$ cat config.mk
export PLATFORM = sky130hd
export DESIGN_NAME = sdqr_finish
export DESIGN_NICKNAME = d
export VERILOG_FILES = /design/src/hw/rtl/sdqr_pkg.sv /design/src/hw/rtl/sdqr_finish.sv
export SDC_FILE = /design/constraint.sdc
export NUM_CORES = 1
export LEC_CHECK = 0
export BUFFER_PORTS_ARGS = -buffer_cell sky130_fd_sc_hd__buf_4
export CORE_AREA = 3 3 87 89
export CTS_BUF_LIST = sky130_fd_sc_hd__clkbuf_4 sky130_fd_sc_hd__clkbuf_8
export DETAILED_ROUTE_END_ITERATION = 12
export DIE_AREA = 0 0 90 92
export PLACE_DENSITY = 0.93
export SLEW_MARGIN = 20
export SYNTH_ARGS = -nofsm -noshare
export SYNTH_HDL_FRONTEND = slang
export SYNTH_SLANG_ARGS = --single-unit
$ cat constraint.sdc
create_clock -name clk_i -period 0.88 [get_ports clk_i]
set_input_delay 0.088 -clock clk_i [delete_from_list [all_inputs] [get_ports clk_i]]
set_output_delay 0.088 -clock clk_i [all_outputs]
set_load 0.1 [all_outputs]
$ cat src/hw/rtl/sdqr_pkg.sv
// package for the signed divider: shared sideband types and defaults
// used by every module of the signed_divide_quot_rem block
`default_nettype none

package sdqr_pkg;

  // default operand width
  localparam int unsigned SdqrWidth = 32;

  // sideband carried alongside each transaction through the pipeline
  typedef struct packed {
    logic num_neg;   // numerator was negative, remainder gets negated
    logic quo_neg;   // quotient gets negated
    logic div_zero;  // denominator was zero
    logic ovf;       // most negative value divided by minus one
  } sdqr_flags_t;

endpackage

`default_nettype wire

$ cat src/hw/rtl/sdqr_finish.sv
// output stage: restores signs and drives the result register
// depends on sdqr_pkg
`default_nettype none

module sdqr_finish #(
  parameter int unsigned WIDTH = sdqr_pkg::SdqrWidth
) (
  input  wire                       clk_i,
  input  wire                       rst_ni,
  input  wire                       en_i,
  input  wire                       valid_i,
  input  wire  [WIDTH-1:0]          quo_i,
  input  wire  [WIDTH-1:0]          rem_i,
  input  wire  sdqr_pkg::sdqr_flags_t flags_i,
  output logic                      valid_o,
  output logic [WIDTH-1:0]          quotient_o,
  output logic [WIDTH-1:0]          remainder_o,
  output logic                      divide_by_zero_o,
  output logic                      overflow_o
);
  import sdqr_pkg::*;

  localparam logic [WIDTH-1:0] One = WIDTH'(1);

  logic [WIDTH-1:0] quo_d, rem_d;
  logic             valid_q;
  logic [WIDTH-1:0] quo_q, rem_q;
  logic             dz_q, ovf_q;

  // sign restore; a zero divisor already leaves all ones and the numerator magnitude
  always_comb begin
    quo_d = flags_i.quo_neg ? (~quo_i + One) : quo_i;
    rem_d = flags_i.num_neg ? (~rem_i + One) : rem_i;
  end

  // valid bit
  always_ff @(posedge clk_i or negedge rst_ni) begin
    if (!rst_ni) begin
      valid_q <= 1'b0;
    end else if (en_i) begin
      valid_q <= valid_i;
    end
  end

  // result payload
  always_ff @(posedge clk_i) begin
    if (en_i) begin
      quo_q <= quo_d;
      rem_q <= rem_d;
      dz_q  <= flags_i.div_zero;
      ovf_q <= flags_i.ovf;
    end
  end

  assign valid_o          = valid_q;
  assign quotient_o       = quo_q;
  assign remainder_o      = rem_q;
  assign divide_by_zero_o = dz_q;
  assign overflow_o       = ovf_q;

endmodule

`default_nettype wire

==> results.cfg, run 1 <==
[logic_synthesis]
synth-compound-area-share_pct = 11.3
async_flop_share_pct = 1.49
yosys.area_share.adder_pct = 0.730
syn_avg_cell_area_sq_um = 12.7
synth_seq_area_share_pct = 58.6
synth_mux_area_share_pct = 0.329
synth_warnings = 0
synth_flop_cell = edfxtp_1
yosysUniqueCellTypes = 29
synth-simple-area-share_pct = 12.1
syn_nets = 343
synth_cells = 269
mappedNetlistArea_sq_um = 3430
ys_ff_latch = 67
synth_edf_count = 66
synth_top_family_by_area = XOR/XNOR gates
synth_xor_area_share_pct = 15.3

[clocking]
postCtsSetupBuffers = 11
clock_sinks = 67
cts-resized-gates = 173
cts_buffer_depth = 2
cts_root_buf = clkbuf_8
cts.hold.buffers_added = 4
cts_buffers = 9
htree_levels = 3

[status]
error_message = [ERROR DPL-0038] Utilization greater than 100%, impossible to legalize
status = aborted with a tool error
lastStage = clock tree synthesis

[placed_design]
numPortBuffers = 138
pre_cts_slack_ns = -1.05
place_congestion = 0.843
hpwl_um = 8500

[floorplan]
initial_core_util_pct = 50.1
num_rows = 30
ios = 139
die_h_um = 92
dieWidth_um = 90
==> metrics by stage <==
step	instance area, sq um	instances
3_5_place_dp	5730	587
2_1_floorplan	3860	269
3_3_place_gp	5730	587
==> synthesized netlist by cell type, types with 3 or more instances <==
| cell type | count | area share, % |
|---|---|---|
| edfxtp_1 | 66 | 58 |
| xnor2_1 | 60 | 15 |
| nand2_1 | 22 | 2.4 |
| o31ai_1 | 19 | 4.2 |
| o41ai_1 | 18 | 4.6 |
| o21ai_0 | 9 | 1.3 |
| nand2b_1 | 8 | 1.5 |
| clkbuf_1 | 7 | 0.77 |
| inv_1 | 7 | 0.77 |
| nor2_1 | 7 | 0.77 |
| nor3_1 | 7 | 1.0 |
| nor4_1 | 6 | 1.1 |
| nand4_1 | 5 | 0.91 |
| o21ai_1 | 5 | 0.73 |
| nand3_1 | 3 | 0.44 |
| or3_1 | 3 | 0.55 |
==> logic make-up after synthesis <==
group | count (synthesis)
AOI/OAI and AO/OA | 52
xor gates and xnor gates | 60
adders and majority gates | 2
buffers and inverters | 15
DFF | 67
muxes | 1
and+or+nand+nor | 72
==> run 2, diff against run 1 <==
CORE_AREA = 3 3 97 99   (was 3 3 87 89)
CTS_BUF_LIST = not set   (was sky130_fd_sc_hd__clkbuf_4 sky130_fd_sc_hd__clkbuf_8)
DIE_AREA = 0 0 100 102   (was 0 0 90 92)
PLACE_DENSITY = not set   (was 0.93)
PLACE_DENSITY_LB_ADDON = 0.15   (was not set)
==> run 2 against run 1 <==
  * The flow now finishes, with violations (negative setup slack)
  * Synthesized area unchanged
  * Synthesized cell count unchanged
==> results.cfg, run 2 <==
[pwr]
leakagePower_nw = 2.93
p_per_area_nw_per_um2 = 1600
power_mw = 11.5
peakVddDrop_v = 0.000994

[route]
vias = 3303
route.final.wire_length_um = 11800
drtIter0Drc = 82
ant_nets = 0
route.detailed.drc = 0
dr.pass1.iters = 4
wl_per_cell_um = 18.3
routed_via_density = 5.14

[timing]
setup-violations-final = 119
finalCritPeriodShare_pct = 169
final_max_slew_viol_count = 0
fmax_mhz = 671
worstMarginPinSlew_ns = 0.499
fin_skew_ns = 0
slew_headroom_pct = 66.7
finalWorstSetupSlack_ns = -0.611
final_hold_viol_count = 0
period_needed_ns = 1.49
rsz0062_at_grt = yes
finalSetupTns_ns = -24.60
hold_slack_ns = 0.0203

[floorplan]
design.core.area_sq_um = 8640
dieWidth_um = 100
die-area_sq_um = 10200
num_rows = 34
initial_core_util_pct = 39.7
ios = 139
die_h_um = 102

[hold_path]
hold_class = in -> reg
hold_start = quo_i[0]
hold_end = quotient_o[0]
worst_hold_path.num_cells = 2

[logic_synthesis]
syn_nets = 343
synth_seq_area_share_pct = 58.6
syn_avg_cell_area_sq_um = 12.7
synth_top_area_share_pct = 57.9
synth_warnings = 0
synth_cells = 269
synth_edf_count = 66
yosysUniqueCellTypes = 29
ys_ff_latch = 67
ys_top_cells_by_area = edfxtp_1 (58%), xnor2_1 (15%), o41ai_1 (4.6%)
async_flop_share_pct = 1.49
synth_flop_cell = edfxtp_1
yosys-top-cells-count = edfxtp_1 (66), xnor2_1 (60), nand2_1 (22)
synth_most_common_cell = edfxtp_1
yosysTopAreaCell = edfxtp_1
mappedNetlistArea_sq_um = 3430

[clocking]
cts_buffers = 9
clkLatencyLatePin_ns = 0.34
clock_sinks = 67
cts_root_buf = clkbuf_8
cts_buffer_depth = 2
tritoncts = yes
cts.clk_slew.worst_paths_ns = 0.08
htree_levels = 3

[placed_design]
hpwl_um = 7190
dpl.cell_count = 600
pre_cts_slack_ns = -1.02
place_congestion = 0.805
place_area_sq_um = 5730
numPortBuffers = 138

[setup_path]
r2r_end = valid_o
worstReg2RegStart = valid_o
endpoint_kind = register
start_kind = input port
critPathTopFamily = simple AND/OR/NAND/NOR gates
ff2ff_path_depth = 1
critical_path_class = in -> reg
worst-r2r-setup-slack_ns = 0.02
cp_data_required_time_ns = 0.96
critPathMaxStageDelay_ns = 0.54
slowest_stage = or4_4
timing.critical_path.cells = buf_6 > or4_4 > or4_4 > o31ai_4 > xnor2_1
path_buf_inv = 1
cp_max_fo = 2
cp.arrival_ns = 1.57
cp_common_cell = or4_4

[global_route]
grt_util_met1_pct = 24.7
grt_start_max_net_pins = 41
antenna_found_initial = 0
grt_pass1_wl_um = 17500
grt_overflow_total = 0
use_met3_pct = 4.91
grt.busiest_layer = met2
grt_pass1_vias = 3492
use_met2_pct = 41.1
grtUsageTotal_pct = 22.0

[cells_and_area]
fin_util_pct = 83.3
nFillCells = 457
design_area_sq_um = 7190
antenna_cells = 0
mostFrequentLayoutCells = buf_4 (134), buf_6 (107), edfxtp_1 (66)
post_route_cells_drive_above_1_share_pct = 68.4
nets = 604
stdcell_count = 643
final_common_cell = buf_4
syn2layout_area_growth_pct = 110

[status]
status = finished, violations left
violations = negative setup slack

[flow_run]
drv_cap = 0
run 2: cell type report:
class / count / area [sq um] / share of cell area (%)
Clock buffer: 11 / 131 / 1.83
Clock inverter: 5 / 53.8 / 0.748
Inverter: 7 / 33.8 / 0.470
Multi-Input combinational cell: 187 / 2350 / 32.6
Sequential cell: 67 / 2010 / 28.0
Tap cell: 108 / 135 / 1.88
Timing Repair Buffer: 258 / 2480 / 34.5
run 2: layer usage:
layer / vias to the layer above / share of wire (%)
li1: 1557 / -
met4: 0 / 1.8
met3: 15 / 5.3
met2: 104 / 56
met5: - / 0
met1: 1627 / 37
run 2: what timing repair did:
action,CTS,global route
gates resized for setup,174,47
setup buffers,14,13
cloned,1,0
endpoints found under the setup margin,120,122
endpoints found under the hold margin,4,0
hold buffers,4,0
pin swaps,51,52
run 2: how the worst max path moves through the flow:
stage,from,endpoint,slack [ns],cells after the start
after floorplan,quo_i[26],quotient_o[31],-0.83,4
after global placement,quo_i[26],quotient_o[31],-0.98,5
after detailed placement,quo_i[26],quotient_o[31],-1.02,5
after CTS,quo_i[26],quotient_o[30],-0.64,5
after global routing,quo_i[26],quotient_o[30],-0.63,5
final,quo_i[26],quotient_o[30],-0.61,5
run 2: cells by family after synthesis:
logic type / share of synthesized area [%]
and+or+nand+nor: 12.1
DFF: 58.6
xor gates and xnor gates: 15.3
AOI/OAI and AO/OA: 11.3
buffers and inverters: 1.68
adders and majority gates: 0.730
muxes: 0.329
run 2: where the power goes:
group | internal (mW) | switching, mW | leakage, nW | total, mW
Combinational | 1.57 | 3.29 | 2.19 | 4.87
Sequential | 3.92 | 0.168 | 0.657 | 4.09
Clock | 1.30 | 1.23 | 0.0870 | 2.53
No activity file was read; power rests on OpenSTA's default activity.
