## src/hw/rtl/sdqr_pkg.sv

```systemverilog
// package for the signed divider: shared sideband types and defaults
// used by every module of the signed_divide_quot_rem block
`default_nettype none

package sdqr_pkg;

  // default operand width
  localparam int unsigned SdqrWidth = 32;

  // sideband carried alongside each transaction through the pipeline
  typedef struct packed {
    logic num_neg;   // numerator was negative, remainder gets negated
    logic quo_neg;   // quotient gets negated
    logic div_zero;  // denominator was zero
    logic ovf;       // most negative value divided by minus one
  } sdqr_flags_t;

endpackage

`default_nettype wire

```

## src/hw/rtl/sdqr_prep.sv

```systemverilog
// input stage: takes operand magnitudes and flags the special cases
// depends on sdqr_pkg
`default_nettype none

module sdqr_prep #(
  parameter int unsigned WIDTH = sdqr_pkg::SdqrWidth
) (
  input  wire                       clk_i,
  input  wire                       rst_ni,
  input  wire                       en_i,
  input  wire                       valid_i,
  input  wire  [WIDTH-1:0]          numerator_i,
  input  wire  [WIDTH-1:0]          denominator_i,
  output logic                      valid_o,
  output logic [WIDTH-1:0]          mag_num_o,
  output logic [WIDTH-1:0]          mag_den_o,
  output sdqr_pkg::sdqr_flags_t     flags_o
);
  import sdqr_pkg::*;

  localparam logic [WIDTH-1:0] One    = WIDTH'(1);
  localparam logic [WIDTH-1:0] MinVal = {1'b1, {(WIDTH-1){1'b0}}};
  localparam logic [WIDTH-1:0] AllOne = {WIDTH{1'b1}};

  logic              n_neg, d_neg;
  logic [WIDTH-1:0]  mag_num_d, mag_den_d;
  sdqr_flags_t       flags_d;
  logic              valid_q;
  logic [WIDTH-1:0]  mag_num_q, mag_den_q;
  sdqr_flags_t       flags_q;

  // absolute values and special-case detection
  always_comb begin
    n_neg            = numerator_i[WIDTH-1];
    d_neg            = denominator_i[WIDTH-1];
    mag_num_d        = n_neg ? (~numerator_i + One) : numerator_i;
    mag_den_d        = d_neg ? (~denominator_i + One) : denominator_i;
    flags_d.div_zero = (denominator_i == '0);
    flags_d.ovf      = (numerator_i == MinVal) && (denominator_i == AllOne);
    flags_d.num_neg  = n_neg;
    flags_d.quo_neg  = (n_neg ^ d_neg) && !flags_d.div_zero;
  end

  // valid bit
  always_ff @(posedge clk_i or negedge rst_ni) begin
    if (!rst_ni) begin
      valid_q <= 1'b0;
    end else if (en_i) begin
      valid_q <= valid_i;
    end
  end

  // payload
  always_ff @(posedge clk_i) begin
    if (en_i) begin
      mag_num_q <= mag_num_d;
      mag_den_q <= mag_den_d;
      flags_q   <= flags_d;
    end
  end

  assign valid_o   = valid_q;
  assign mag_num_o = mag_num_q;
  assign mag_den_o = mag_den_q;
  assign flags_o   = flags_q;

endmodule

`default_nettype wire

```

## config.mk

```make
export PLATFORM = sky130hd
export DESIGN_NAME = sdqr_prep
export DESIGN_NICKNAME = d
export VERILOG_FILES = /design/src/hw/rtl/sdqr_pkg.sv /design/src/hw/rtl/sdqr_prep.sv
export SDC_FILE = /design/constraint.sdc
export NUM_CORES = 1
export LEC_CHECK = 0
export BUFFER_PORTS_ARGS = -buffer_cell sky130_fd_sc_hd__buf_2
export CAP_MARGIN = 25
export CORE_UTILIZATION = 45
export DETAILED_ROUTE_END_ITERATION = 7
export GPL_ROUTABILITY_DRIVEN = 0
export PLACE_DENSITY = 0.87
export SETUP_SLACK_MARGIN = 0.2
export SKIP_LAST_GASP = 1
export SYNTH_ARGS = -nofsm -noshare
export SYNTH_HDL_FRONTEND = slang
export SYNTH_SLANG_ARGS = --single-unit
```

## constraint.sdc

```tcl
create_clock -name clk_i -period 0.8 [get_ports clk_i]
set_clock_uncertainty 0.15 [all_clocks]
set_input_delay 0.16 -clock clk_i [delete_from_list [all_inputs] [get_ports clk_i]]
set_output_delay 0.16 -clock clk_i [all_outputs]
set_load 0.01 [all_outputs]
```

==> results of run 1 <==
==> per-stage QoR <==
| step | instance area [sq um] | setup WS [ns] | setup TNS, ns | hold WS (ns) |
|---|---|---|---|---|
| 4_1_cts | 7050 | -0.991 | -60.72 | -0.109 |
| 3_5_place_dp | 5870 | -1.35 | -80.55 | -0.214 |
| 3_3_place_gp | 5870 | -1.29 | -76.05 | -0.216 |
| 2_1_floorplan | 4210 | -1.17 | -42.34 | -0.286 |
==> per-layer routing <==
| layer | global-route usage | overflow |
|---|---|---|
| met5 | 0.0897 | 0 |
| met4 | 1.00 | 82 |
| met3 | 0.649 | 2 |
| met2 | 1.08 | 180 |
| met1 | 0.845 | 1 |
==> synth_stat cells, types with 4 or more instances <==
cell      instances
inv_1             5
xnor2_1          58
nand2_1          28
edfxtp_1         68
nor2_1            9
nand4_1          11
clkbuf_1          9
o41ai_1          12
nor3_1            4
o21ai_0          15
or3_1             6
nand3_1          10
nand2b_1          5
ha_1              5
nor4_1           11
o31ai_1          17
==> what timing repair did <==
| action | CTS |
|---|---|
| pin swaps | 46 |
| resized for setup | 152 |
| hold endpoints to repair | 4 |
| endpoints found under the setup margin | 203 |
| gates cloned | 0 |
| hold buffers | 1 |
| setup buffers | 26 |
==> kinds of logic after synthesis <==
logic type / Yosys count
buffers and inverters: 14
muxes: 2
xor gates and xnor gates: 58
AOI/OAI and AO/OA: 45
DFF: 69
and+or+nand+nor: 105
adders and majority gates: 5
==> impl_metrics.yaml, run 1 <==
synth:
  synth_area_leaders: "edfxtp_1 (56%), xnor2_1 (14%), o31ai_1 (3.5%), nand2_1 (2.9%), o41ai_1 (2.9%)"
  synthesis.area_sq_mm: 0.00366
  synth_nets: 371
  syn_avg_cell_area_sq_um: 12.3
  synth_compound_area_frac: 0.0885
  synthSimpleGateAreaFrac: 0.171
  ys_seq_area_frac: 0.564
  synthFlopType: "edfxtp_1"
  synth-seq-cells: 69
  synth_cell_types: 33
  synth_top_family_by_area: "simple AND/OR/NAND/NOR gates"
  synth-edff-count: 68
  synth.area.mux_share: 0.00581
  ys_warn_count: 0
  synth_xor_area_frac: 0.139
  async_flop_share: 0.0145
  synth.top_cell.area_share: 0.557
  synth-adder-area-share: 0.0171
  syn_inst: 298
  yosys.area.top_type: "edfxtp_1"
die:
  fp-row-count: 32
  start_util: 0.469
  chipHeight_um: 92.2
  io_pins: 137
  die_width_um: 92.2
status:
  tool.error: "[ERROR GRT-0232] Routing congestion too high. Check the congestion heatmap in the GUI."
  lastStage: "global routing (5_1_grt)"
  status: "stopped before the end"
place:
  dp_hpwl_um: 8770
  numPortBuffers: 136
  place_inst: 648
timing:
  grt_repair_worst_endpoint: "flags_o[0]$_DFFE_PP_/D"
  worst_endpoint_kind: "register input"
cts:
  cts_root_buf: "clkbuf_8"
  clock_sinks: 69
  cts_buffers: 9
  clk_path_buf_depth: 2
  cts_htree_levels: 3
global_route:
  grt_start_max_net_pins: 24
  grt_usage: 0.869
  grt_overflow_total: 265
  antenna_found_initial: 2
==> run 2, diff against run 1 <==
- CORE_UTILIZATION: 45 -> 30
- PLACE_DENSITY: 0.87 -> unset
- PLACE_DENSITY_LB_ADDON: unset -> 0.15
- SETUP_SLACK_MARGIN: 0.2 -> unset
- clock period: 0.8 -> 1 ns (I/O delays scaled with it)
==> run 2 against run 1 <==
Effect of this change:
- the flow now finishes, with violations (hold timing, setup timing)
- synthesized area is the same
- synthesized cell count unchanged
==> impl_metrics.yaml, run 2 <==
synth:
  synthFlopType: "edfxtp_1"
  synth.top_cell.area_share: 0.557
  synth_most_common_cell: "edfxtp_1"
  syn_inst: 298
  ys_warn_count: 0
  yosys.area.top_type: "edfxtp_1"
  syn_avg_cell_area_sq_um: 12.3
  synth-edff-count: 68
  synth_area_leaders: "edfxtp_1 (56%), xnor2_1 (14%), o31ai_1 (3.5%), nand2_1 (2.9%), o41ai_1 (2.9%)"
  synth_nets: 371
  synthesis.area_sq_mm: 0.00366
  ys_seq_area_frac: 0.564
  synthTopCellsByCount: "edfxtp_1 (68), xnor2_1 (58), nand2_1 (28)"
  synth_cell_types: 33
  async_flop_share: 0.0145
  synth-seq-cells: 69
die:
  io_pins: 137
  die_width_um: 113
  chipHeight_um: 113
  core_area_sq_mm: 0.0117
  die-area_sq_mm: 0.0127
  fp-row-count: 39
  start_util: 0.314
critical_path:
  worst_setup_path_end_kind: "register"
  crit_type: "input pin to register"
  arrival_ns: 1.82
  rr_startpoint: "valid_o$_DFFE_PN0P_"
  start_kind: "input pin"
  r2r_slack_ns: 0.11
  r2r-end: "valid_o$_DFFE_PN0P_"
  ff2ff_path_depth: 1
  cp.required_ns: 1.02
  crit_start: "numerator_i[27]"
  path_max_fanout: 2
global_route:
  grt_first_pass_wirelength_um: 18500
  grt_pass1_vias: 3784
  grt_usage: 0.191
  antenna_found_initial: 0
  grt_start_max_net_pins: 35
  grt_overflow_total: 0
worst_hold_path:
  worstHoldEndpoint: "valid_o$_DFFE_PN0P_"
  hold_start: "valid_i"
  holdPathStages: 2
  min-delay-path-class: "input pin to register"
power_and_ir_drop:
  irDropWorstVdd_mv: 0.629
  p_comb_frac: 0.223
  pwr-share-clk: 0.389
  power_density_mw_per_mm2: 1240
  pwr-share-seq: 0.388
  power_leakage_nw: 3.06
  p_int_mw: 7.02
  power.switching_mw: 2.29
  switching_share: 0.246
timing:
  timing.slew.headroom: 0.770
  min_period_ns: 1.80
  clock.fmax_mhz: 555
  hold_viol_final: 1
  final_max_slew_viol_count: 0
  setup_viol: 127
  hold_slack_ns: -0.0508
  setup_ws_ns: -0.802
  tightest_slew_ns: 0.342
  rsz0062_at_grt: "yes"
  fin_crit_sh: 1.80
  fin_tns_setup_ns: -37.56
drt:
  initialDrtViolationCount: 124
  vias: 3634
  ant_nets: 0
  wl_per_cell_um: 16.2
  viasPerCell: 4.87
  routed_wl_um: 12100
  drc: 0
  first_pass_iters: 4
place:
  dp_hpwl_um: 8420
  numPortBuffers: 136
cts:
  clk_latency_ns: 0.33
  cts_tree: "built"
  hold_buffers: 3
  cts_root_buf: "clkbuf_16"
  clock_sinks: 69
  path_clk_slew_ns: 0.06
  cts_buffers: 9
  clk_path_buf_depth: 2
  cts_htree_levels: 3
status:
  violations: "hold timing, setup timing"
  status: "finished, violations left"
cells_and_area:
  post_route_cells_drive_above_1_share: 0.700
  n_antenna_cell: 0
  final_common_cell: "buf_2"
  synthToLayoutAreaGrowth_pct: 105
  nets: 671
  fillCellCount: 879
  layout_common_cells: "buf_2 (113), buf_4 (105), edfxtp_1 (68)"
job:
  maxCapViolCount: 0
## run 2: layout make-up
class	instances	area (sq um)	area share
inverter	5	62.6	0.00831
multi-input combinational	215	2480	0.330
timing repair buffer	298	2400	0.319
sequential	69	2070	0.275
clock buffer	10	229	0.0304
tap	143	179	0.0238
clock inverter	6	101	0.0135
## run 2: power groups by stage
stage / registers, mW / logic [mW] / clock network [mW]
after floorplan: 3.83 / 0.532 / 0
after global placement: 3.66 / 1.72 / 0
after detailed placement: 3.67 / 1.74 / 0
after CTS: 3.61 / 1.96 / 3.70
after global routing: 3.63 / 2.22 / 3.81
final: 3.61 / 2.08 / 3.62
## run 2: worst max path at each step
stage,end,slack [ns],depth (start not counted)
3_3_place_gp,flags_o[0]$_DFFE_PP_,-1.14,5
5_1_grt,flags_o[0]$_DFFE_PP_,-0.81,5
6_report,flags_o[0]$_DFFE_PP_,-0.80,5
3_5_place_dp,flags_o[0]$_DFFE_PP_,-1.17,5
2_1_floorplan,flags_o[0]$_DFFE_PP_,-1.01,4
4_1_cts,flags_o[0]$_DFFE_PP_,-0.78,5
## run 2: worst max-delay path, cell delays in order
cell    delay, ns
buf_6        0.09
or4_4        0.53
or3_4        0.35
or4b_4       0.52
nor4_4       0.13
## run 2: kinds of logic after synthesis
group                      share of synthesized area
muxes                                        0.00581
AOI/OAI and AO/OA                             0.0885
DFF                                            0.564
adders and majority gates                     0.0171
and+or+nand+nor                                0.171
buffers and inverters                         0.0143
xor gates and xnor gates                       0.139
## run 2: through the flow
step	instances	cell area [sq um]	utilization	power [mW]	setup WS (ns)
floorplan	298	4210	-	4.37	-1.01
global placement	688	5980	0.513	5.38	-1.14
detailed placement	688	5980	0.513	5.41	-1.17
CTS	727	7100	0.609	9.27	-0.776
global route	746	7530	0.645	9.66	-0.808
finish	746	7530	0.645	9.31	-0.802
## run 2: what timing repair did
| action | 4_1_cts | 5_1_grt |
|---|---|---|
| pin swaps | 34 | 58 |
| gates resized for setup | 125 | 59 |
| endpoints found under the setup margin | 131 | 129 |
| gates cloned | 0 | 1 |
| endpoints found under the hold margin | 3 | 1 |
| buffers inserted | 22 | 22 |
## run 2: routing by layer
metal / GRT usage / vias up / part of all wire / wire length, um
li1: - / 1765 / - / -
met1: 0.227 / 1781 / 0.42 / 5030
met2: 0.332 / 74 / 0.53 / 6340
met3: 0.0410 / 14 / 0.040 / 488
met4: 0.0853 / 0 / 0.017 / 205
met5: 0 / - / 0 / 0
Note: power is estimated with default switching activity, not from simulation.
