`src/hw/rtl/sdqr_pkg.sv`:
```
// package for the signed divider: shared sideband types and defaults
// used by every module of the signed_divide_quot_rem block
`default_nettype none

package sdqr_pkg;

  // default operand width
  localparam int unsigned SdqrWidth = 32;

  // sideband carried alongside each transaction through the pipeline
  typedef struct packed {
    logic num_neg;   // numerator was negative, remainder gets negated
    logic quo_neg;   // quotient gets negated
    logic div_zero;  // denominator was zero
    logic ovf;       // most negative value divided by minus one
  } sdqr_flags_t;

endpackage

`default_nettype wire

```
`src/hw/rtl/sdqr_step.sv`:
```
// one restoring-division stage: retires one quotient bit per transaction
// depends on sdqr_pkg
`default_nettype none

module sdqr_step #(
  parameter int unsigned WIDTH = sdqr_pkg::SdqrWidth
) (
  input  wire                       clk_i,
  input  wire                       rst_ni,
  input  wire                       en_i,
  input  wire                       valid_i,
  input  wire  [WIDTH-1:0]          rem_i,
  input  wire  [WIDTH-1:0]          quo_i,
  input  wire  [WIDTH-1:0]          den_i,
  input  wire  sdqr_pkg::sdqr_flags_t flags_i,
  output logic                      valid_o,
  output logic [WIDTH-1:0]          rem_o,
  output logic [WIDTH-1:0]          quo_o,
  output logic [WIDTH-1:0]          den_o,
  output sdqr_pkg::sdqr_flags_t     flags_o
);
  import sdqr_pkg::*;

  logic [WIDTH-1:0] rem_sh;
  logic [WIDTH:0]   trial;
  logic [WIDTH-1:0] rem_d, quo_d;
  logic             valid_q;
  logic [WIDTH-1:0] rem_q, quo_q, den_q;
  sdqr_flags_t      flags_q;

  // shift in the next numerator bit and try subtracting the divisor
  always_comb begin
    rem_sh = {rem_i[WIDTH-2:0], quo_i[WIDTH-1]};
    trial  = {1'b0, rem_sh} - {1'b0, den_i};
    rem_d  = trial[WIDTH] ? rem_sh : trial[WIDTH-1:0];
    quo_d  = {quo_i[WIDTH-2:0], ~trial[WIDTH]};
  end

  // valid bit
  always_ff @(posedge clk_i or negedge rst_ni) begin
    if (!rst_ni) begin
      valid_q <= 1'b0;
    end else if (en_i) begin
      valid_q <= valid_i;
    end
  end

  // payload
  always_ff @(posedge clk_i) begin
    if (en_i) begin
      rem_q   <= rem_d;
      quo_q   <= quo_d;
      den_q   <= den_i;
      flags_q <= flags_i;
    end
  end

  assign valid_o = valid_q;
  assign rem_o   = rem_q;
  assign quo_o   = quo_q;
  assign den_o   = den_q;
  assign flags_o = flags_q;

endmodule

`default_nettype wire

```
`config.mk`:
```
export PLATFORM = sky130hd
export DESIGN_NAME = sdqr_step
export DESIGN_NICKNAME = d
export VERILOG_FILES = /design/src/hw/rtl/sdqr_pkg.sv /design/src/hw/rtl/sdqr_step.sv
export SDC_FILE = /design/constraint.sdc
export NUM_CORES = 1
export LEC_CHECK = 0
export BUFFER_PORTS_ARGS = -buffer_cell sky130_fd_sc_hd__buf_4
export CAP_MARGIN = 40
export CORE_MARGIN = 1.5
export CORE_UTILIZATION = 53
export CTS_CLUSTER_SIZE = 25
export DETAILED_ROUTE_END_ITERATION = 6
export GPL_TIMING_DRIVEN = 1
export HOLD_SLACK_MARGIN = 0.06
export PLACE_DENSITY = 0.95
export SYNTH_ARGS = -nofsm -noshare
export SYNTH_HDL_FRONTEND = slang
export SYNTH_SLANG_ARGS = --single-unit
```
`constraint.sdc`:
```
create_clock -name clk_i -period 1.96 [get_ports clk_i]
set_clock_uncertainty 0.1 [all_clocks]
set_input_delay 0.098 -clock clk_i [delete_from_list [all_inputs] [get_ports clk_i]]
set_output_delay 0.098 -clock clk_i [all_outputs]
set_load 0.03 [all_outputs]
```
==> impl_metrics.csv, run 1 <==
group,metric,value,unit
status,status,"aborted with a tool error",
status,stop_stage,"5_1_grt",
status,first-error,"[ERROR GRT-0232] Routing congestion too high. Check the congestion heatmap in the GUI.",
yosys,synth_ff_type,"edfxtp_1",
floorplan,io_pins,205,
yosys,async_flop_share,0.00990,
yosys,synth.avg_cell_area,12.1,µm²
yosys,ys_ff_latch,101,
placement,dp_hpwl,12.3,mm
global_routing,grtUsageTotal,0.938,
yosys,seq_area_frac_synth,0.585,
global_routing,grt-ovfl-total,670,
yosys,synth.area.top_cells,"edfxtp_1 58%, ha_1 7.7%, a21oi_1 4.6%",
global_routing,grt_max_degree,64,
floorplan,fp-row-count,35,
yosys,synth_area,0.00518,mm²
clocking,cts.path.max_buffers,2,
sta,worst_path_end_type,"register input",
placement,gp_congestion,0.915,
placement,portBuffers,203,
yosys,yosysUniqueCellTypes,45,
sta,grt_worst_setup_endpoint,"rem_o[4]$_DFFE_PP_/D",
floorplan,fp.dieH,102,µm
clocking,cts.sinks,101,
yosys,synthCells,428,
clocking,cts_buffers,9,
yosys,synth_edf_count,100,
floorplan,initial_utilization,0.553,
clocking,cts-root-buf,"clkbuf_8",
yosys,yosys.area.top_type,"edfxtp_1",
yosys,yosysWarnings,0,
yosys,synth_top_area_share,0.580,
clocking,htree_levels,3,
floorplan,die_x,102,µm
yosys,synth_nets,565,
[cell usage after synthesis, types with 6 or more instances]
cell type,number
edfxtp_1,100
a21oi_1,48
inv_1,41
nor2_1,35
ha_1,32
nand2_1,22
xnor2_1,20
a21o_1,14
o21ai_0,12
xor2_1,9
o21a_1,8
mux2_2,7
nand2b_1,6
nand3_1,6
[layer usage]
metal,overflow,GRT usage
met5,0,0.188
met4,191,1.14
met3,3,0.692
met2,474,1.22
met1,2,0.835
[what timing repair did]
action	in CTS
resized for setup	14
hold buffers	100
gates cloned	1
pin swaps	8
hold endpoints to repair	97
buffers inserted	6
setup endpoints to repair	33
[per-stage QoR]
step	cells	cell area [µm²]	utilization	worst slack [ns]
after floorplan	428	5300	-	-1.01
after global placement	851	7690	0.820	-1.10
after detailed placement	851	7690	0.820	-1.18
after CTS	974	8970	0.958	-0.729
[logic make-up after synthesis]
group                      synth area share
muxes                                0.0261
adders and majority gates            0.0812
and+or+nand+nor                      0.0778
DFF                                   0.585
AOI/OAI and AO/OA                     0.137
buffers and inverters                0.0440
xor gates and xnor gates             0.0490
==> run 2, diff against run 1 <==
CORE_UTILIZATION = 40   (was 53)
CTS_CLUSTER_SIZE = default   (was 25)
HOLD_SLACK_MARGIN = default   (was 0.06)
PLACE_DENSITY = default   (was 0.95)
PLACE_DENSITY_LB_ADDON = 0.15   (was default)
==> impl_metrics.csv, run 2 <==
group,metric,value,unit
cells_and_area,layout_common_cells,"303 x buf_4, 100 x edfxtp_1, 94 x dlygate4sd3_1",
clocking,htree_levels,3,
cells_and_area,layout_commonest_cell,"buf_4",
yosys,synth_area,0.00518,mm²
route,drt_iter0_drc,180,
status,violations,"negative setup slack",
cells_and_area,antenna_cells,0,
global_routing,gr-usage-met1,0.264,
yosys,synth_nets,565,
global_routing,busiest_layer,"met2",
power,swShare,0.314,
cells_and_area,area_growth_syn_to_layout,77.6,%
critical_path,crit_path_frequent_cell,"buf_8",
yosys,async_flop_share,0.00990,
sta,min_period,2.68,ns
yosys,yosysUniqueCellTypes,45,
power,internal_power,4670,µW
global_routing,grt_util_met3,0.0376,
placement,gp_congestion,0.828,
clocking,cts.sinks,101,
critical_path,worstPathCellList,"buf_8 -> inv_8 -> ha_4 -> fa_2 -> nand2b_4 -> a21oi_4 -> o2111ai_2 -> and2_4 -> o31a_1 -> o21a_1 -> o31ai_4 -> buf_6 -> buf_8 -> mux2_4",
route,drt-vias-per-instance,4.86,
yosys,synth_top_area_share,0.580,
critical_path,crit_arrival,2.68,ns
cells_and_area,finalNetCount,977,
route,num_vias,4941,
route,drc,0,
yosys,yosysMostFrequentCell,"edfxtp_1",
yosys,seq_area_frac_synth,0.585,
critical_path,endpoint_kind,"flop",
power,power.switching,2140,µW
sta,grt_setup_unrepaired,"true",
route,detail-route-antenna-nets,0,
placement,portBuffers,203,
route,wl,16.2,mm
route,dr.pass1.iters,5,
sta,setup_ws,-0.721,ns
placement,pre_cts_slack,-1.15,ns
clocking,cts_tree,"yes",
global_routing,grt_use_met2,0.446,
floorplan,die_x,117,µm
status,status,"finished, violations left",
sta,worst_pin_slew,0.412,ns
sta,fmax,0.373,GHz
power,power_frac_comb,0.349,
cells_and_area,drive_gt1_frac,0.444,
floorplan,coreArea,0.0126,mm²
clocking,clk_pin_slew,0.07,ns
yosys,yosys.area.top_type,"edfxtp_1",
clocking,cts.path.max_buffers,2,
power,clock_power_share,0.254,
critical_path,slowest_delay,0.36,ns
yosys,synth_commonest_cells,"100 x edfxtp_1, 48 x a21oi_1, 41 x inv_1",
yosys,synth_edf_count,100,
power,p_per_area,740,mW/mm²
clocking,cts-root-buf,"clkbuf_16",
critical_path,criticalPathCategory,"in2reg",
global_routing,grt_max_degree,59,
sta,setup_viol,33,
yosys,yosysWarnings,0,
sta,post-route-period-util,1.37,
critical_path,start_kind,"input pin",
yosys,synthCells,428,
floorplan,io_pins,205,
floorplan,fp-row-count,41,
power,seq_power_share,0.397,
power,peakVddDrop,0.462,mV
run,cap_violations,0,
placement,dp_hpwl,10.9,mm
route,wl_per_cell,16.0,µm
critical_path,cp_slowest_cell,"fa_2",
global_routing,grt_pass1_wl,24.2,mm
yosys,synth.area.top_cells,"edfxtp_1 58%, ha_1 7.7%, a21oi_1 4.6%",
sta,hold_viol,0,
global_routing,grt_pass1_vias,5041,
floorplan,initial_utilization,0.410,
yosys,synth.avg_cell_area,12.1,µm²
global_routing,antenna_found_initial,0,
critical_path,cp.required,1.96,ns
sta,whs,0.0310,ns
clocking,cts_buffers,9,
global_routing,grtUsageTotal,0.235,
hold_path,min_path_type,"in2reg",
floorplan,dieArea,0.0136,mm²
power,total_leakage_power,0.00418,µW
clocking,clk_latency,0.36,ns
cells_and_area,fin_util,0.729,
global_routing,grt-ovfl-total,0,
yosys,ys_ff_latch,101,
floorplan,fp.dieH,117,µm
critical_path,cp_max_fo,5,
yosys,synth_ff_type,"edfxtp_1",
sta,slew_headroom,0.722,
sta,report.final.slew_viol_count,0,
run 2: metal layers:
| metal | share of wire | up-vias |
|---|---|---|
| met5 | 0 | - |
| met4 | 0.018 | 0 |
| met3 | 0.056 | 19 |
| met2 | 0.53 | 167 |
| met1 | 0.39 | 2361 |
| li1 | - | 2394 |
run 2: critical path: cells and delay by family:
kind            cells  cell delay, ns
compound gates      5            1.01
mux                 1            0.30
buf+inv             4            0.41
fa+ha+maj           2            0.51
simple gates        2            0.35
run 2: stage by stage:
stage / cells / TNS, ns / area [µm²] / power (µW)
final: 1017 / -20.52 / 9200 / 6810
after global placement: 898 / -32.13 / 7770 / 4790
after detailed placement: 898 / -34.41 / 7770 / 4830
after CTS: 1017 / -20.81 / 9180 / 6810
after global routing: 1017 / -24.44 / 9200 / 7100
after floorplan: 428 / -29.86 / 5300 / 3880
run 2: final cells by class:
class	count	area [µm²]
Inverter	41	161
Tap cell	172	215
Fill cell	884	3420
Clock buffer	9	225
Timing Repair Buffer	412	3430
Clock inverter	7	58.8
Multi-Input combinational cell	275	2080
Sequential cell	101	3030
run 2: final timing paths:
kind	start	end	slack, ns	cells past startpoint
setup reg to reg	valid_o	valid_o	1.10	1
min in group asynchronous	rst_ni	valid_o	0.52	3
hold / removal	rem_i[21]	rem_o[22]	0.03	3
setup / recovery	quo_i[31]	rem_o[15]	-0.72	14
hold reg to reg	valid_o	valid_o	0.43	1
max in group asynchronous	rst_ni	valid_o	1.13	3
run 2: cells by family after synthesis:
kind of cell,Yosys count,share of synthesized area
buffers and inverters,52,0.0440
xor gates and xnor gates,29,0.0490
DFF,101,0.585
muxes,12,0.0261
and+or+nand+nor,89,0.0778
adders and majority gates,33,0.0812
AOI/OAI and AO/OA,112,0.137
run 2: what timing repair did:
item / CTS / global route
resized for setup: 30 / 7
pin swaps: 3 / 0
endpoints found under the setup margin: 33 / 33
buffers inserted: 6 / 2
endpoints found under the hold margin: 93 / 0
hold buffers: 94 / 0
gates cloned: 3 / 0
run 2: power by group through the flow:
stage               registers [µW]  logic [µW]  clock network, µW
detailed placement            2740        2080                  0
global placement              2740        2050                  0
finish                        2700        2370               1730
global route                  2720        2530               1850
floorplan                     3180         706                  0
CTS                           2700        2350               1760
Power figures use the tool's default switching activity.
==> run 3, diff against run 2 <==
clock period = 2.45 ns   (was 1.96 ns; I/O delays follow)
==> impl_metrics.csv, run 3 (synthesis gave the netlist of run 2 again) <==
group,metric,value,unit
critical_path,crit_arrival,2.67,ns
placement,gp_congestion,0.831,
sta,whs,0.00532,ns
hold_path,min_path_type,"in2reg",
floorplan,coreArea,0.0126,mm²
cells_and_area,antenna_cells,0,
floorplan,fp.dieH,117,µm
critical_path,start_kind,"input pin",
critical_path,criticalPathCategory,"in2reg",
clocking,cts-root-buf,"clkbuf_16",
critical_path,endpoint_kind,"flop",
route,detail-route-antenna-nets,0,
clocking,clk_pin_slew,0.08,ns
route,drt-vias-per-instance,4.85,
status,status,"finished, violations left",
cells_and_area,area_growth_syn_to_layout,70.9,%
cells_and_area,layout_commonest_cell,"buf_4",
global_routing,grt_pass1_wl,23.2,mm
run,cap_violations,0,
sta,slew_headroom,0.723,
sta,report.final.slew_viol_count,0,
route,wl_per_cell,15.7,µm
sta,post-route-period-util,1.09,
cells_and_area,finalNetCount,933,
sta,setup_viol,33,
placement,dp_hpwl,10.4,mm
hold_path,worstHoldPathCells,3,
clocking,cts_buffers,9,
power,total_leakage_power,0.00398,µW
cells_and_area,fillerInstances,966,
placement,post-place-cells,862,
global_routing,grtUsageTotal,0.222,
route,drt_iter0_drc,242,
clocking,cts.sinks,101,
clocking,htree_levels,3,
route,wl,15.3,mm
sta,grt_setup_unrepaired,"true",
power,p_per_area,618,mW/mm²
sta,tns,-4.92,ns
global_routing,grt_pass1_vias,4818,
clocking,cts.path.max_buffers,2,
sta,worst_pin_slew,0.411,ns
power,peakVddDrop,0.403,mV
floorplan,die_x,117,µm
clocking,cts_tree,"yes",
sta,setup_ws,-0.217,ns
cells_and_area,layout_common_cells,"272 x buf_4, 100 x edfxtp_1, 86 x dlygate4sd3_1",
placement,postPlaceCellArea,0.00750,mm²
route,drc,0,
sta,hold_viol,0,
critical_path,cp.required,2.46,ns
floorplan,initial_utilization,0.410,
global_routing,grt-ovfl-total,0,
sta,fmax,0.375,GHz
floorplan,dieArea,0.0136,mm²
route,dr.pass1.iters,4,
cells_and_area,drive_gt1_frac,0.429,
placement,portBuffers,203,
global_routing,antenna_found_initial,0,
route,num_vias,4721,
critical_path,r2r_cells,1,
status,violations,"negative setup slack",
cells_and_area,final_area,0.00885,mm²
floorplan,fp-row-count,41,
sta,min_period,2.67,ns
cells_and_area,fin_cells,973,
global_routing,grt_max_degree,61,
critical_path,cp_max_fo,8,
clocking,clk_latency,0.35,ns
placement,pre_cts_slack,-0.698,ns
floorplan,io_pins,205,
run 3: cell types whose count changed in the layout (fill, tap and decap cells not counted), moves of 3 or more:
cell,change
nor2_1,-5
dlygate4sd3_1,-8
mux2_4,-3
buf_4,-31
buf_8,-3
nor2_2,+5
mux2_2,+3
clkinvlp_4,-3
inv_6,+3
run 3: what timing repair did:
item	in CTS	in global routing
hold endpoints to repair	85	0
gates resized for setup	12	14
endpoints found under the setup margin	32	33
buffers inserted	6	4
hold buffers	86	0
gates cloned	1	1
pin swaps	0	2
run 3: through the flow:
stage               utilization  power, µW
finish                    0.701       5470
global route              0.701       5700
CTS                       0.694       5440
detailed placement        0.594       3790
global placement          0.594       3770
floorplan                     -       3110
run 3: metal layers:
metal / vias up / global-route usage / wire [µm]
met5: - / 0 / 0
met2: 163 / 0.403 / 7890
met4: 0 / 0.0932 / 342
met3: 22 / 0.0433 / 1030
li1: 2295 / - / -
met1: 2241 / 0.256 / 5990
run 3: final timing paths:
kind / from / end / slack (ns)
max in group asynchronous: rst_ni / valid_o / 1.61
worst max-delay path: quo_i[31] / rem_o[3] / -0.22
worst max register to register: valid_o / valid_o / 1.59
worst min-delay path: rem_i[12] / rem_o[13] / 0.005
worst min register to register: valid_o / valid_o / 0.44
min in group asynchronous: rst_ni / valid_o / 0.52
run 3: report_power, final:
group	leakage [µW]	switching [µW]	internal (µW)	total (µW)
combinational	0.00283	937	849	1790
sequential	0.000991	57.7	2110	2160
clock	0.000154	699	818	1520
run 3: critical path: stages:
cell and delay, ns:
buf_8 0.09, inv_8 0.03, ha_4 0.16, fa_2 0.36
nand2b_4 0.16, a21oi_4 0.16, o2111ai_2 0.14, and2_4 0.19
o31a_1 0.26, o21a_1 0.22, o31ai_4 0.24, buf_6 0.19
mux2_2 0.34
run 3: final cells by class:
class                      instances  area (µm²)  area share
sequential                       101        3030       0.342
tap                              172         215      0.0243
inverter                          41         161      0.0182
multi-input combinational        275        2080       0.236
clock inverter                     7        90.1      0.0102
clock buffer                       9         225      0.0254
timing repair buffer             368        3050       0.344
==> run 4, diff against run 3 <==
==> constraint.sdc (replaced) <==
create_clock -name clk_i -period 2.45 [get_ports clk_i]
set_clock_uncertainty 0.1 [all_clocks]
set_input_delay 0.49 -clock clk_i [delete_from_list [all_inputs] [get_ports clk_i]]
set_output_delay 0.49 -clock clk_i [all_outputs]
set_load 0.03 [all_outputs]
==> impl_metrics.csv, run 4 (synthesis gave the netlist of run 2 again) <==
group,metric,value,unit
critical_path,r2r_start,"valid_o",
status,violations,"negative setup slack",
critical_path,endpoint_kind,"flop",
power,p_per_area,649,mW/mm²
power,power.switching,1630,µW
global_routing,grt_pass1_wl,21.0,mm
route,drt_iter0_drc,250,
clocking,htree_levels,3,
floorplan,dieArea,0.0136,mm²
floorplan,coreArea,0.0126,mm²
critical_path,slowest_delay,0.36,ns
route,dr.pass1.iters,4,
status,status,"finished, violations left",
cells_and_area,layout_common_cells,"300 x buf_4, 100 x edfxtp_1, 40 x inv_1",
power,clock_power_share,0.272,
critical_path,worstPathCellList,"buf_8 -> inv_8 -> ha_4 -> fa_2 -> nand2b_4 -> a21oi_4 -> o2111ai_2 -> and2_4 -> o31a_1 -> o21a_1 -> o31ai_4 -> buf_6 -> mux2_4",
global_routing,antenna_found_initial,0,
critical_path,crit_arrival,3.06,ns
global_routing,grt_pass1_vias,4442,
critical_path,cp_max_fo,8,
cells_and_area,finalNetCount,881,
floorplan,die_x,117,µm
route,drc,0,
route,detail-route-antenna-nets,0,
floorplan,fp-row-count,41,
clocking,cts-root-buf,"clkbuf_16",
power,seq_power_share,0.402,
sta,fmax,0.327,GHz
power,peakVddDrop,0.303,mV
clocking,cts.sinks,101,
power,total_leakage_power,0.00380,µW
critical_path,r2r_cells,1,
critical_path,reg2reg_slack,1.56,ns
floorplan,io_pins,205,
clocking,cts_tree,"yes",
global_routing,busiest_layer,"met2",
route,drt-vias-per-instance,4.83,
run,cap_violations,0,
global_routing,grt-ovfl-total,0,
placement,dp_hpwl,10.7,mm
power,internal_power,3750,µW
placement,portBuffers,203,
power,swShare,0.303,
sta,post-route-period-util,1.25,
cells_and_area,final_area,0.00828,mm²
critical_path,rr_endpoint,"valid_o",
placement,postPlaceCellArea,0.00772,mm²
cells_and_area,fin_util,0.656,
route,wl,13.7,mm
global_routing,gr-usage-met1,0.241,
critical_path,criticalPathCategory,"in2reg",
sta,slew_headroom,0.761,
sta,grt_setup_unrepaired,"true",
sta,report.final.slew_viol_count,0,
cells_and_area,antenna_cells,0,
global_routing,grtUsageTotal,0.200,
critical_path,crit_start,"quo_i[31]",
cells_and_area,area_growth_syn_to_layout,59.8,%
critical_path,endpoint,"rem_o[28]",
cells_and_area,fillerInstances,1039,
sta,hold_viol,0,
clocking,cts.path.max_buffers,2,
route,num_vias,4443,
sta,min_period,3.06,ns
global_routing,grt_use_met2,0.358,
route,wl_per_cell,14.9,µm
global_routing,grt_util_met3,0.0443,
clocking,clk_pin_slew,0.07,ns
cells_and_area,layout_commonest_cell,"buf_4",
hold_path,min_path_type,"in2reg",
clocking,cts_buffers,9,
critical_path,start_kind,"input pin",
sta,worst_pin_slew,0.353,ns
critical_path,cp.required,2.45,ns
sta,setup_viol,33,
global_routing,grt_max_degree,59,
cells_and_area,drive_gt1_frac,0.497,
sta,setup_ws,-0.609,ns
clocking,clk_latency,0.35,ns
floorplan,fp.dieH,117,µm
floorplan,initial_utilization,0.410,
placement,gp_congestion,0.837,
critical_path,cp_slowest_cell,"fa_2",
power,power_frac_comb,0.326,
==> run 4: changes by cell type in the layout (fill, tap and decap cells not counted), moves of 3 or more <==
cell / delta
mux2_4: +3
dlygate4sd3_1: -85
mux2_2: -3
buf_4: +28
==> run 4: worst min path at each step <==
stage	slack, ns	startpoint	depth (start not counted)	to
2_1_floorplan	0.09	rst_ni	0	valid_o
3_3_place_gp	0.17	rst_ni	1	valid_o
3_5_place_dp	0.17	rst_ni	1	valid_o
4_1_cts	0.20	quo_i[4]	1	quo_o[5]
5_1_grt	0.20	quo_i[3]	1	quo_o[4]
6_report	0.22	quo_i[28]	1	quo_o[29]
==> run 4: final cells by class <==
type,instances,area [µm²],area share
timing repair buffer,316,2490,0.301
sequential,101,3030,0.366
tap,172,215,0.0260
inverter,41,161,0.0195
clock buffer,9,225,0.0272
multi-input combinational,275,2080,0.251
clock inverter,6,77.6,0.00937
==> run 4: per-stage QoR <==
stage | TNS, ns | power [µW] | setup WS, ns | hold WS, ns | cells
after global routing | -21.13 | 5620 | -0.709 | 0.198 | 920
after CTS | -17.62 | 5390 | -0.606 | 0.199 | 915
after floorplan | -26.63 | 3110 | -0.907 | 0.0944 | 428
final | -17.47 | 5370 | -0.609 | 0.216 | 920
after global placement | -29.04 | 3820 | -0.983 | 0.165 | 892
after detailed placement | -31.67 | 3850 | -1.08 | 0.170 | 892
==> run 4: repair_timing <==
item	4_1_cts	5_1_grt
endpoints found under the hold margin	1	0
setup buffers	7	7
hold buffers	1	0
resized for setup	17	16
gates cloned	2	1
pin swaps	0	2
setup endpoints to repair	33	33
==> run 4: metal layers <==
metal,vias to the layer above,share of wire
met5,-,0
met4,0,0.012
met3,12,0.073
met2,150,0.51
met1,2093,0.41
li1,2188,-
==> run 4: power groups by stage <==
stage | Combinational [µW] | Clock (µW) | Sequential [µW]
after floorplan | 565 | 0 | 2540
after global placement | 1630 | 0 | 2190
after detailed placement | 1650 | 0 | 2200
after CTS | 1720 | 1500 | 2160
after global routing | 1880 | 1560 | 2180
final | 1750 | 1460 | 2160
==> run 4: critical path, delay by kind of cell <==
family                     cells  cell delay, ns
adders and majority gates      2            0.52
and+or+nand+nor                2            0.35
buffers and inverters          3            0.34
AOI/OAI and AO/OA              5            1.05
muxes                          1            0.31
